## config.mk

```make
export PLATFORM = sky130hd
export DESIGN_NAME = ansi_escape_sequence_parser_top
export DESIGN_NICKNAME = d
export VERILOG_FILES = /design/src/rtl/aesp_pkg.sv /design/src/rtl/aesp_ctrl.sv /design/src/rtl/aesp_dp.sv /design/src/rtl/ansi_escape_sequence_parser_top.sv
export SDC_FILE = /design/constraint.sdc
export NUM_CORES = 1
export LEC_CHECK = 0
export BUFFER_PORTS_ARGS = -buffer_cell sky130_fd_sc_hd__buf_2
export CORE_UTILIZATION = 42
export CTS_CLUSTER_SIZE = 12
export DETAILED_ROUTE_END_ITERATION = 8
export HOLD_SLACK_MARGIN = 0.1
export PLACE_DENSITY = 0.66
export SYNTH_ARGS = -nofsm -noshare
export SYNTH_HDL_FRONTEND = slang
export SYNTH_SLANG_ARGS = --single-unit
export TNS_END_PERCENT = 1
```

## constraint.sdc

```tcl
create_clock -name aclk -period 4.7 [get_ports aclk]
set_clock_uncertainty 0.1 [all_clocks]
set_input_delay 0.705 -clock aclk [delete_from_list [all_inputs] [get_ports aclk]]
set_output_delay 0.705 -clock aclk [all_outputs]
set_load 0.01 [all_outputs]
```

## src/rtl/aesp_pkg.sv

```systemverilog
// ---------------------------------------------------------------------------
// aesp_pkg
// Shared types and constants for the escape sequence parser.
// ---------------------------------------------------------------------------
package aesp_pkg;

    localparam int MAX_ARGS      = 10;
    localparam int ARG_MAX_VALUE = 999;
    localparam int ARG_W         = 10;
    localparam int CNT_W         = $clog2(MAX_ARGS + 1);
    localparam int IDX_W         = $clog2(MAX_ARGS);

    localparam logic [3:0] CMD_PRINT  = 4'd0;
    localparam logic [3:0] CMD_UP     = 4'd1;
    localparam logic [3:0] CMD_DOWN   = 4'd2;
    localparam logic [3:0] CMD_RIGHT  = 4'd3;
    localparam logic [3:0] CMD_LEFT   = 4'd4;
    localparam logic [3:0] CMD_AT     = 4'd5;
    localparam logic [3:0] CMD_CLEAR  = 4'd6;
    localparam logic [3:0] CMD_EOL    = 4'd7;
    localparam logic [3:0] CMD_ATTR   = 4'd8;
    localparam logic [3:0] CMD_REPORT = 4'd9;

    localparam logic [1:0] MODE_NORMAL = 2'd0;
    localparam logic [1:0] MODE_ESCAPE = 2'd1;
    localparam logic [1:0] MODE_CSI    = 2'd2;

    // controller -> datapath
    typedef struct packed {
        logic       load;     // capture input, decode byte
        logic       sgr_step; // apply one stored argument
        logic       emit;     // load output register
    } aesp_ctrl_t;

    // datapath -> controller
    typedef struct packed {
        logic       sgr_start; // decoded byte is SGR final
        logic       sgr_done;  // last stored argument reached
        logic       has_res;   // decoded byte gives a result
    } aesp_stat_t;

    typedef struct packed {
        logic [7:0] attribute;
        logic [9:0] target_row;
        logic [9:0] target_col;
        logic [9:0] repeat_res;
        logic [7:0] glyph;
        logic [3:0] cmd;
    } aesp_res_t;

    function automatic logic [2:0] colour_map(input logic [2:0] c);
        case (c)
            3'd0: colour_map = 3'd0;
            3'd1: colour_map = 3'd4;
            3'd2: colour_map = 3'd2;
            3'd3: colour_map = 3'd6;
            3'd4: colour_map = 3'd1;
            3'd5: colour_map = 3'd5;
            3'd6: colour_map = 3'd3;
            default: colour_map = 3'd7;
        endcase
    endfunction

endpackage

```

## src/rtl/aesp_ctrl.sv

```systemverilog
// ---------------------------------------------------------------------------
// aesp_ctrl
// Sequencer: accept byte, walk SGR arguments, present result.
// ---------------------------------------------------------------------------
module aesp_ctrl (
    input  logic              aclk,
    input  logic              aresetn,
    input  logic              in_valid,
    output logic              in_ready,
    output logic              out_valid,
    input  logic              out_ready,
    output aesp_pkg::aesp_ctrl_t ctrl,
    input  aesp_pkg::aesp_stat_t stat
);
    import aesp_pkg::*;

    localparam logic [1:0] ST_IDLE = 2'd0;
    localparam logic [1:0] ST_DEC  = 2'd1;
    localparam logic [1:0] ST_SGR  = 2'd2;
    localparam logic [1:0] ST_FIN  = 2'd3;

    logic [1:0] state_reg, state_next;
    logic       ovalid_reg, ovalid_next;

    // output register frees the input side once the result is held
    assign in_ready  = (state_reg == ST_IDLE);
    assign out_valid = ovalid_reg;

    always_comb begin
        state_next    = state_reg;
        ovalid_next   = ovalid_reg;
        ctrl          = '0;
        if (out_valid && out_ready) begin
            ovalid_next = 1'b0;
        end
        case (state_reg)
            ST_IDLE: begin
                if (in_valid) begin
                    ctrl.load  = 1'b1;
                    state_next = ST_DEC;
                end
            end
            ST_DEC: begin
                if (stat.sgr_start) begin
                    state_next = stat.sgr_done ? ST_FIN : ST_SGR;
                end else begin
                    state_next = ST_FIN;
                end
            end
            ST_SGR: begin
                ctrl.sgr_step = 1'b1;
                if (stat.sgr_done) begin
                    state_next = ST_FIN;
                end
            end
            ST_FIN: begin
                if (!stat.has_res) begin
                    state_next = ST_IDLE;
                end else if (!ovalid_reg || out_ready) begin
                    ctrl.emit   = 1'b1;
                    ovalid_next = 1'b1;
                    state_next  = ST_IDLE;
                end
            end
            default: state_next = ST_IDLE;
        endcase
    end

    always_ff @(posedge aclk) begin
        if (!aresetn) begin
            state_reg  <= ST_IDLE;
            ovalid_reg <= 1'b0;
        end else begin
            state_reg  <= state_next;
            ovalid_reg <= ovalid_next;
        end
    end

`ifndef SYNTHESIS
    a_emit_fin: assert property (@(posedge aclk) disable iff (!aresetn)
        ctrl.emit |-> state_reg == ST_FIN) else $error("emit outside finish");
    a_emit_valid: assert property (@(posedge aclk) disable iff (!aresetn)
        ctrl.emit |=> out_valid) else $error("emitted result not valid");
    a_load_idle: assert property (@(posedge aclk) disable iff (!aresetn)
        ctrl.load |=> !in_ready) else $error("busy after load not shown");
`endif

endmodule

```

## src/rtl/aesp_dp.sv

```systemverilog
// ---------------------------------------------------------------------------
// aesp_dp
// Parser state, argument store, attributes and result register.
// ---------------------------------------------------------------------------
module aesp_dp (
    input  logic              aclk,
    input  logic              aresetn,
    input  logic [7:0]        in_byte,
    input  logic [7:0]        cursor_col,
    input  logic [7:0]        cursor_row,
    input  aesp_pkg::aesp_ctrl_t ctrl,
    output aesp_pkg::aesp_stat_t stat,
    output aesp_pkg::aesp_res_t  res
);
    import aesp_pkg::*;

    logic [7:0]       ch_reg, col_reg, row_reg;
    logic [1:0]       mode_reg, mode_next;
    logic [ARG_W-1:0] args_reg [MAX_ARGS];
    logic [ARG_W-1:0] args_next [MAX_ARGS];
    logic [CNT_W-1:0] cnt_reg, cnt_next;
    logic [ARG_W-1:0] acc_reg, acc_next;
    logic [2:0]       fg_reg, fg_next, bg_reg, bg_next;
    logic             blink_reg, blink_next, bright_reg, bright_next;
    logic             hib_reg, hib_next;
    logic [7:0]       scol_reg, scol_next, srow_reg, srow_next;
    logic [CNT_W-1:0] sgr_i_reg, sgr_i_next;
    logic             has_reg, has_next;
    aesp_res_t        pend_reg, pend_next, res_reg;
    logic             dec_reg;

    logic [ARG_W+3:0] acc_mul;
    logic [ARG_W-1:0] a0, a1, sv;
    logic [CNT_W-1:0] cnt_p;
    logic             is_digit;

    assign res = res_reg;
    assign is_digit = (ch_reg >= 8'h30) && (ch_reg <= 8'h39);
    assign acc_mul = {4'd0, acc_reg} * (ARG_W+4)'(10)
                   + {{(ARG_W){1'b0}}, 4'(ch_reg - 8'h30)};
    assign sv = args_reg[sgr_i_reg[IDX_W-1:0]];
    // count including the argument pushed by this final byte
    assign cnt_p = (cnt_reg < CNT_W'(MAX_ARGS)) ? cnt_reg + 1'b1 : cnt_reg;

    assign stat.sgr_start = dec_reg && mode_reg == MODE_CSI && !is_digit
                            && ch_reg == 8'h6d;
    assign stat.sgr_done  = (sgr_i_next >= (dec_reg ? cnt_p : cnt_reg));
    assign stat.has_res   = has_reg;

    always_comb begin
        mode_next   = mode_reg;
        args_next   = args_reg;
        cnt_next    = cnt_reg;
        acc_next    = acc_reg;
        fg_next     = fg_reg;
        bg_next     = bg_reg;
        blink_next  = blink_reg;
        bright_next = bright_reg;
        hib_next    = hib_reg;
        scol_next   = scol_reg;
        srow_next   = srow_reg;
        sgr_i_next  = sgr_i_reg;
        has_next    = has_reg;
        pend_next   = pend_reg;
        a0          = args_reg[0];
        a1          = args_reg[1];
        if (cnt_reg == '0) a0 = acc_reg;
        if (cnt_reg == CNT_W'(1)) a1 = acc_reg;

        if (dec_reg) begin
            has_next  = 1'b0;
            pend_next = '0;
            sgr_i_next = '0;
            case (mode_reg)
                MODE_ESCAPE: begin
                    mode_next = MODE_NORMAL;
                    if (ch_reg == 8'h5b) begin
                        mode_next = MODE_CSI;
                        for (int i = 0; i < MAX_ARGS; i++) args_next[i] = '0;
                        cnt_next = '0;
                        acc_next = '0;
                    end else if (ch_reg == 8'h4b) begin
                        has_next      = 1'b1;
                        pend_next.cmd = CMD_CLEAR;
                    end
                end
                MODE_CSI: begin
                    if (is_digit) begin
                        acc_next = (acc_mul > (ARG_W+4)'(ARG_MAX_VALUE))
                                 ? ARG_W'(ARG_MAX_VALUE) : acc_mul[ARG_W-1:0];
                    end else begin
                        acc_next = '0;
                        if (cnt_reg < CNT_W'(MAX_ARGS)) begin
                            args_next[cnt_reg[IDX_W-1:0]] = acc_reg;
                        end
                        cnt_next = cnt_p;
                        if (ch_reg != 8'h3b) begin
                            mode_next = MODE_NORMAL;
                            case (ch_reg)
                                8'h41, 8'h42, 8'h43, 8'h44: begin
                                    has_next = 1'b1;
                                    pend_next.cmd = CMD_UP + 4'(ch_reg - 8'h41);
                                    pend_next.repeat_res = (a0 == '0) ? ARG_W'(1) : a0;
                                end
                                8'h48, 8'h66: begin
                                    has_next = 1'b1;
                                    pend_next.cmd = CMD_AT;
                                    pend_next.target_row = (a0 != '0) ? a0 - 1'b1 : a0;
                                    pend_next.target_col = (a1 != '0) ? a1 - 1'b1 : a1;
                                end
                                8'h4a: begin
                                    has_next = (a0 == ARG_W'(1)) || (a0 == ARG_W'(2));
                                    pend_next.cmd = CMD_CLEAR;
                                end
                                8'h4b: begin
                                    has_next = 1'b1;
                                    pend_next.cmd = CMD_EOL;
                                end
                                8'h6d: begin
                                    has_next = 1'b1;
                                    pend_next.cmd = CMD_ATTR;
                                end
                                8'h73: begin
                                    scol_next = col_reg;
                                    srow_next = row_reg;
                                end
                                8'h75: begin
                                    has_next = 1'b1;
                                    pend_next.cmd = CMD_AT;
                                    pend_next.target_col = {2'b0, scol_reg};
                                    pend_next.target_row = {2'b0, srow_reg};
                                end
                                8'h6e: begin
                                    has_next = (a0 == ARG_W'(6));
                                    pend_next.cmd = CMD_REPORT;
                                    pend_next.target_col = {2'b0, col_reg} + 1'b1;
                                    pend_next.target_row = {2'b0, row_reg} + 1'b1;
                                end
                                default: has_next = 1'b0;
                            endcase
                        end
                    end
                end
                default: begin
                    mode_next = MODE_NORMAL;
                    if (ch_reg == 8'h1b) begin
                        mode_next = MODE_ESCAPE;
                    end else if (ch_reg == 8'h0c) begin
                        has_next      = 1'b1;
                        pend_next.cmd = CMD_CLEAR;
                    end else begin
                        has_next        = 1'b1;
                        pend_next.cmd   = CMD_PRINT;
                        pend_next.glyph = ch_reg;
                        if (ch_reg >= 8'h20 && hib_reg) pend_next.glyph[7] = 1'b1;
                    end
                end
            endcase
        end

        if (ctrl.sgr_step) begin
            sgr_i_next = sgr_i_reg + 1'b1;
            case (sv)
                ARG_W'(0): begin
                    fg_next = 3'd7; bg_next = 3'd0; blink_next = 1'b0;
                    hib_next = 1'b0; bright_next = 1'b0;
                end
                ARG_W'(1):  bright_next = 1'b1;
                ARG_W'(5):  blink_next  = 1'b1;
                ARG_W'(7): begin
                    fg_next = 3'd0; bg_next = 3'd7; bright_next = 1'b0;
                end
                ARG_W'(8):  fg_next  = bg_reg;
                ARG_W'(10): hib_next = 1'b0;
                ARG_W'(12): hib_next = 1'b1;
                default: begin
                    if (sv >= ARG_W'(30) && sv <= ARG_W'(37))
                        fg_next = colour_map(3'(sv - ARG_W'(30)));
                    else if (sv >= ARG_W'(40) && sv <= ARG_W'(47))
                        bg_next = colour_map(3'(sv - ARG_W'(40)));
                end
            endcase
        end

        // arguments cleared after every final byte, once SGR has used them
        if (ctrl.emit || (!ctrl.sgr_step && !dec_reg)) begin
            if (mode_reg == MODE_NORMAL && cnt_reg != '0) begin
                for (int i = 0; i < MAX_ARGS; i++) args_next[i] = '0;
                cnt_next = '0;
            end
        end
    end

    always_ff @(posedge aclk) begin
        if (!aresetn) begin
            mode_reg   <= MODE_NORMAL;
            for (int i = 0; i < MAX_ARGS; i++) args_reg[i] <= '0;
            cnt_reg    <= '0;
            acc_reg    <= '0;
            fg_reg     <= 3'd7;
            bg_reg     <= 3'd0;
            blink_reg  <= 1'b0;
            bright_reg <= 1'b0;
            hib_reg    <= 1'b0;
            scol_reg   <= '0;
            srow_reg   <= '0;
            sgr_i_reg  <= '0;
            has_reg    <= 1'b0;
            dec_reg    <= 1'b0;
        end else begin
            mode_reg   <= mode_next;
            args_reg   <= args_next;
            cnt_reg    <= cnt_next;
            acc_reg    <= acc_next;
            fg_reg     <= fg_next;
            bg_reg     <= bg_next;
            blink_reg  <= blink_next;
            bright_reg <= bright_next;
            hib_reg    <= hib_next;
            scol_reg   <= scol_next;
            srow_reg   <= srow_next;
            sgr_i_reg  <= sgr_i_next;
            has_reg    <= has_next;
            dec_reg    <= ctrl.load;
        end
    end

    always_ff @(posedge aclk) begin
        pend_reg <= pend_next;
        if (ctrl.load) begin
            ch_reg  <= in_byte;
            col_reg <= cursor_col;
            row_reg <= cursor_row;
        end
        if (ctrl.emit) begin
            res_reg <= pend_reg;
            if (pend_reg.cmd == CMD_ATTR) begin
                res_reg.attribute <= {blink_reg, bg_reg, bright_reg, fg_reg};
            end
        end
    end

`ifndef SYNTHESIS
    a_cnt: assert property (@(posedge aclk) disable iff (!aresetn)
        cnt_reg <= CNT_W'(MAX_ARGS)) else $error("argument count overflow");
    a_acc: assert property (@(posedge aclk) disable iff (!aresetn)
        acc_reg <= ARG_W'(ARG_MAX_VALUE)) else $error("argument not saturated");
    a_sgr: assert property (@(posedge aclk) disable iff (!aresetn)
        ctrl.sgr_step |-> sgr_i_reg < cnt_reg) else $error("SGR past stored args");
`endif

endmodule

```

## src/rtl/ansi_escape_sequence_parser_top.sv

```systemverilog
// A byte passes through the accept, decode and finish steps, and its result
// is loaded into the output register at the finish step; an SGR sequence
// also walks each stored argument (up to 10) through the attribute update step.
// A result waits in an output register while the next byte is accepted; the
// finish step of a byte with a result stalls while an earlier one still waits.
// ---------------------------------------------------------------------------
// ansi_escape_sequence_parser_top
// Byte stream escape sequence parser producing display commands.
// ---------------------------------------------------------------------------
module ansi_escape_sequence_parser_top (
    input  logic        aclk,
    input  logic        aresetn,
    input  logic        s_tvalid,
    output logic        s_tready,
    input  logic [23:0] s_tdata,  // in_byte, cursor_col, cursor_row
    output logic        m_tvalid,
    input  logic        m_tready,
    output logic [55:0] m_tdata   // cmd, glyph, repeat_res, target_col, target_row, attribute, pad
);
    import aesp_pkg::*;

    aesp_ctrl_t ctrl;
    aesp_stat_t stat;
    aesp_res_t  res;

    aesp_ctrl u_ctrl (
        .aclk(aclk), .aresetn(aresetn),
        .in_valid(s_tvalid), .in_ready(s_tready),
        .out_valid(m_tvalid), .out_ready(m_tready),
        .ctrl(ctrl), .stat(stat)
    );

    aesp_dp u_dp (
        .aclk(aclk), .aresetn(aresetn),
        .in_byte(s_tdata[7:0]), .cursor_col(s_tdata[15:8]),
        .cursor_row(s_tdata[23:16]),
        .ctrl(ctrl), .stat(stat), .res(res)
    );

    assign m_tdata = {6'd0, res.attribute, res.target_row, res.target_col,
                      res.repeat_res, res.glyph, res.cmd};

endmodule
```

Word-level counts from Yosys, hierarchy flattened
Cells that the tools add are included.
{"block": "classes", "n_addsub": 12, "n_mul": 1, "div_mod_pow": 0, "magnitude_cmp": 13, "n_eq_ne": 51, "shifts": 0, "muxes": 81, "bitwise": 8, "reduce_logical": 55}
{"operator": "$mux 100", "n": 6}
{"operator": "$pmux 100 s2", "n": 1}
{"operator": "$eq 8x7->1 const B", "n": 13}
{"operator": "$bwmux 100", "n": 1}
{"operator": "$mux 10", "n": 10}
{"operator": "$pmux 20 s3", "n": 1}
{"operator": "$mux 4", "n": 13}
{"operator": "$pmux 3 s7", "n": 2}
{"operator": "$bmux 10 s4", "n": 1}
{"operator": "$demux 10 s4", "n": 1}
{"operator": "$eq 10x3->1 const B", "n": 3}
{"operator": "$eq 10x4->1 const B", "n": 3}
{"operator": "$pmux 4 s6", "n": 1}
{"operator": "$eq 10x1->1 const B", "n": 2}
{"operator": "$le 10x6->1 const B", "n": 2}
{"operator": "$logic_not 10->1", "n": 2}
{"operator": "$pmux 10 s2", "n": 1}
{"operator": "$reduce_bool 10->1", "n": 2}
{"operator": "$sub 10x1->10 const B", "n": 2}
{"operator": "$mux 1", "n": 19}
{"operator": "$add 8x1->9 const B", "n": 2}
{"operator": "$eq 3x3->1 const B", "n": 6}
{"operator": "$ge 8x6->1 const B", "n": 2}
{"operator": "$mux 2", "n": 8}
{"operator": "56 further kinds", "n": 117}
{"block": "totals", "register_bits": 266, "latchBits": 0, "ramBits": 0, "romBits": 0, "inputBits": 28, "output_inout_bits": 58, "elab_cells": 261, "mem_count": 0}

Logic depth before layout (Yosys ltp)
{"block": "logic_depth", "word_depth": 12, "mapped_depth": 15, "depth_no_buf": 13}

By module
A second synthesis with hierarchy kept.
{"block": "unflattened", "cells_unflattened": 1461, "hier_area_um2": 13738.2}
{"module": "aesp_dp", "n_inst": 1, "cells_each": 1426, "area_per_inst_um2": 13436.6, "seq_area_each_um2": 6426.2}
{"module": "aesp_ctrl", "n_inst": 1, "cells_each": 28, "area_per_inst_um2": 252.7, "seq_area_each_um2": 60.1}
{"module": "ansi_escape_sequence_parser_top", "n_inst": 1, "cells_each": 7, "area_per_inst_um2": 48.8, "seq_area_each_um2": 0.0}

Least setup slack after synthesis
OpenSTA, ideal clock, no wires.
{"block": "synth_timing", "path_kind": "in2reg", "startpoint": "input port m_tready", "endpoint": "register u_dp.args_reg[49] in the netlist's numbering", "setup_ns": 0.128, "arrival_time_ns": 4.130, "t_required_ns": 4.472, "setup_slack_ns": 0.342, "path_stages": 7, "n_path_buf": 2, "cell_sequence": "nand2b_1 nor2b_1 o211ai_1 nand2_1 buf_1 buf_1 nor2_1"}
{"element": "from (decl)", "line_no": "ansi_escape_sequence_parser_top.sv:17", "rtl": "input logic m_tready,"}
{"element": "to (signal assigned)", "line_no": "aesp_dp.sv:212", "rtl": "args_reg <= args_next;"}
{"element": "to (decl)", "line_no": "aesp_dp.sv:19", "rtl": "logic [ARG_W-1:0] args_reg [MAX_ARGS];"}

Worst setup path after layout
{"block": "layout_timing", "startpoint": "register u_dp.acc_reg[1]", "endpoint": "register u_dp.acc_reg[9]"}
{"block": "layout_between", "elab_chain_len": 6}
{"element": "from (decl)", "line_no": "aesp_dp.sv:22", "rtl": "logic [ARG_W-1:0] acc_reg, acc_next;"}
{"element": "from (signal assigned)", "line_no": "aesp_dp.sv:214", "rtl": "acc_reg <= acc_next;"}
{"element": "$mul 10x3->13 *", "line_no": "aesp_dp.sv:39", "rtl": "assign acc_mul = {4'd0, acc_reg} * (ARG_W+4)'(10)"}
{"element": "$add 14x4->14 *", "line_no": "aesp_dp.sv:40", "rtl": "+ {{(ARG_W){1'b0}}, 4'(ch_reg - 8'h30)};"}
{"element": "$gt 14x10->1", "line_no": "aesp_dp.sv:89", "rtl": "acc_next = (acc_mul > (ARG_W+4)'(ARG_MAX_VALUE))"}
{"element": "$mux 10 *", "line_no": "aesp_dp.sv:90", "rtl": "? ARG_W'(ARG_MAX_VALUE) : acc_mul[ARG_W-1:0];"}
{"element": "$mux 10 *", "line_no": "aesp_dp.sv:88", "rtl": "if (is_digit) begin"}
{"element": "$pmux 10 s2 *", "line_no": "aesp_dp.sv:74", "rtl": "case (mode_reg)"}
Every way passes the cells marked *; elsewhere a longest branch is shown, timed or not.
A chain may end at the register's enable or synchronous reset.

==> impl_metrics.toml <==
[outcome]
outcome = "complete, but fails checks"
violations = "DRC"

[pwr]
p_total_w = 0.005501
p_leak_nw = 5.395
ir_drop_uv = 299.0
power_density_nw_per_um2 = 370.4
switching_share = 0.2646
combPwrFrac = 0.113
switchingPower_w = 0.001456
seqPwrFrac = 0.497
pwr-share-clk = 0.390
p_int_w = 0.004045

[synthesis]
synth_flop_cell = "dfxtp_1"
syn_area_um2 = 13280
synth-seq-cells = 266
syn_inst = 1323
async_flop_share = 0
seq_area_frac_synth = 0.4885
synth_cell_types = 84
synth_top_cell_area_share = 0.2623
yosysWarnings = 0
synth-edff-count = 116
yosys.area.top_type = "edfxtp_1"
synth_area_per_cell_um2 = 10.04
synth_area_leaders = "edfxtp_1, dfxtp_1, a22oi_1"

[min_path]
whs_endpoint = "u_dp.row_reg[5]"
min_from = "s_tdata[21]"
hp-class = "input port to register"
hold_depth = 1

[global_routing]
grt_usage = 0.2121
antenna_found_initial = 0
overflow = 0
grt_max_degree = 59
grt_pass1_vias = 9785
grt_pass1_wl_mm = 55.02

[timing]
slew_headroom = 0.2687
setup_viol = 0
worst_pin_slew_ps = 1095
fin_tns_setup_ps = 0
hold_violations = 0
max_freq_mhz = 278.1
timing.final.crit_share = 0.7651
finalMaxSlewViolations = 0
post-route-min-period_ps = 3596
rsz0062_at_grt = "false"

[route]
vias = 10530
ant_nets = 0
drt-wirelength-per-cell_um = 19.41
drtIter0Drc = 1100
via_per_inst = 5.882
route.detailed.drc = 10
drt-total-wl_mm = 34.75
firstDrtPassIters = 7

[setup_path]
cp_max_fo = 9
end_kind = "register"
start_kind = "register"
cp.arrival_ps = 3900
rrSetupSlack_ps = 1100
cpPeakStageDelay_ps = 600
path_cells = "ha_1 > ha_1 > inv_1 > fa_1 > nand2b_1 > nor2_1 > and3_1 > and3_1 > nand4_1 > a2111oi_0 > a211oi_1"
r2r_end = "u_dp.acc_reg[9]"
crit_required_ps = 5000
r2r_cells = 11
r2r_start = "u_dp.acc_reg[1]"
cp_slowest_cell = "dfxtp_1"
path_class = "register to register"

[clock_tree]
clk_pin_slew_worst_paths_ps = 60
cts_buffers = 28
cts_tree = "done"
clock-root-buffer = "clkbuf_16"
insertion_delay_ps = 560
h-tree-depth = 1
post_cts_resize_count = 0
cts_sinks = 266
hold_buffers = 0
cts.path.max_buffers = 3
post-cts-setup-buffers = 0

[finish]
final_area_um2 = 14850
fill_cells = 2821
layout_common_cells = "nor2_1, dfxtp_1, edfxtp_1"
area_growth_pct = 11.84
final_common_cell = "nor2_1"
fin_nets = 1447
drive_above_1_share = 0.1307
largest_reg_flops = 100
fin_util = 0.4817

[floorplanning]
die_h_um = 179.8
die_w_um = 179.8
io_pins = 86
initial_core_util = 0.4307
dieArea_um2 = 32330
fp.coreArea_um2 = 30830
placementRows = 64

[flow_run]
cap_violations = 0

[place]
place.port_buffers = 79
place_hpwl_mm = 24.22
gp_congestion = 0.9102
dpl-instance-area_um2 = 13970
==> layout make-up <==
class / count / area, µm² / area share
flip-flops and latches: 266 / 6489 / 0.4369
multi-input cells: 945 / 6305 / 0.4245
clock buffers: 43 / 800.8 / 0.05392
repair buffers: 100 / 553.0 / 0.03724
well taps: 396 / 495.5 / 0.03336
inverters: 33 / 123.9 / 0.008340
clock inverters: 6 / 82.58 / 0.005560
diodes: 1 / 2.502 / 0.0001685
==> worst max-delay path: cells and delay by family (launching register included) <==
kind | cells | cell delay, ps
compound gates | 2 | 590
simple gates | 5 | 1050
fa+ha+maj | 3 | 1030
buf+inv | 1 | 70
flops | 1 | 600
==> per-stage QoR <==
step	setup WS, ps	std cells	hold WS [ps]
after detailed placement	1149	1740	304.5
final	1104	1790	221.8
after global routing	834.7	1789	200.5
after floorplan	342.5	1328	300.3
after global placement	1208	1740	300.9
after CTS	1135	1789	205.3
==> cell families after synthesis <==
family	share of synthesized area
flip-flops	0.4885
buffers and inverters	0.04052
AO/OA/AOI/OAI	0.1757
AND/OR/NAND/NOR	0.1673
other	0.0002824
adder cells (fa/ha/maj)	0.04353
multiplexers	0.06238
XOR/XNOR	0.02177
==> how the worst max path moves through the flow <==
stage | startpoint | endpoint | slack, ps | cells past startpoint
6_report | u_dp.acc_reg[1] | u_dp.acc_reg[9] | 1100 | 11
5_1_grt | u_dp.acc_reg[1] | u_dp.acc_reg[8] | 830 | 12
4_1_cts | u_dp.acc_reg[1] | u_dp.acc_reg[9] | 1140 | 11
3_5_place_dp | u_dp.acc_reg[1] | u_dp.acc_reg[9] | 1150 | 11
3_3_place_gp | u_dp.sgr_i_reg[0] | u_dp.fg_reg[2] | 1210 | 8
2_1_floorplan | m_tready | u_dp.args_reg[49] | 340 | 7
==> routing by layer <==
metal	up-vias	global-route usage	part of all wire
met1	5126	0.3080	0.46
met3	53	0.03039	0.071
li1	4969	-	-
met2	380	0.3301	0.45
met5	-	0	0
met4	0	0.05483	0.021
==> Yosys cell counts (8+ instances only) <==
master and n:
mux2_2 8, nand3_1 33, and2_1 29, buf_2 11
and3_1 23, a211oi_1 11, mux2i_1 61, a31oi_1 15
a21oi_1 70, nor3_1 35, nor2b_1 9, nand2_1 66
inv_1 32, a21o_1 11, a22oi_1 110, dfxtp_1 150
o21ai_0 38, nand2b_1 15, ha_1 43, xor2_1 17
buf_1 16, nor2_1 194, edfxtp_1 116, clkbuf_1 45
o21bai_1 9, xnor2_1 16
==> power groups by stage <==
stage | Clock [W] | Sequential, W | Combinational, W
after global placement | 0 | 0.00278 | 0.000610
after floorplan | 0 | 0.00271 | 0.000548
after global routing | 0.00229 | 0.00275 | 0.000682
after detailed placement | 0 | 0.00278 | 0.000618
final | 0.00215 | 0.00273 | 0.000623
after CTS | 0.00219 | 0.00273 | 0.000621
(Power assumes the default switching activity.)
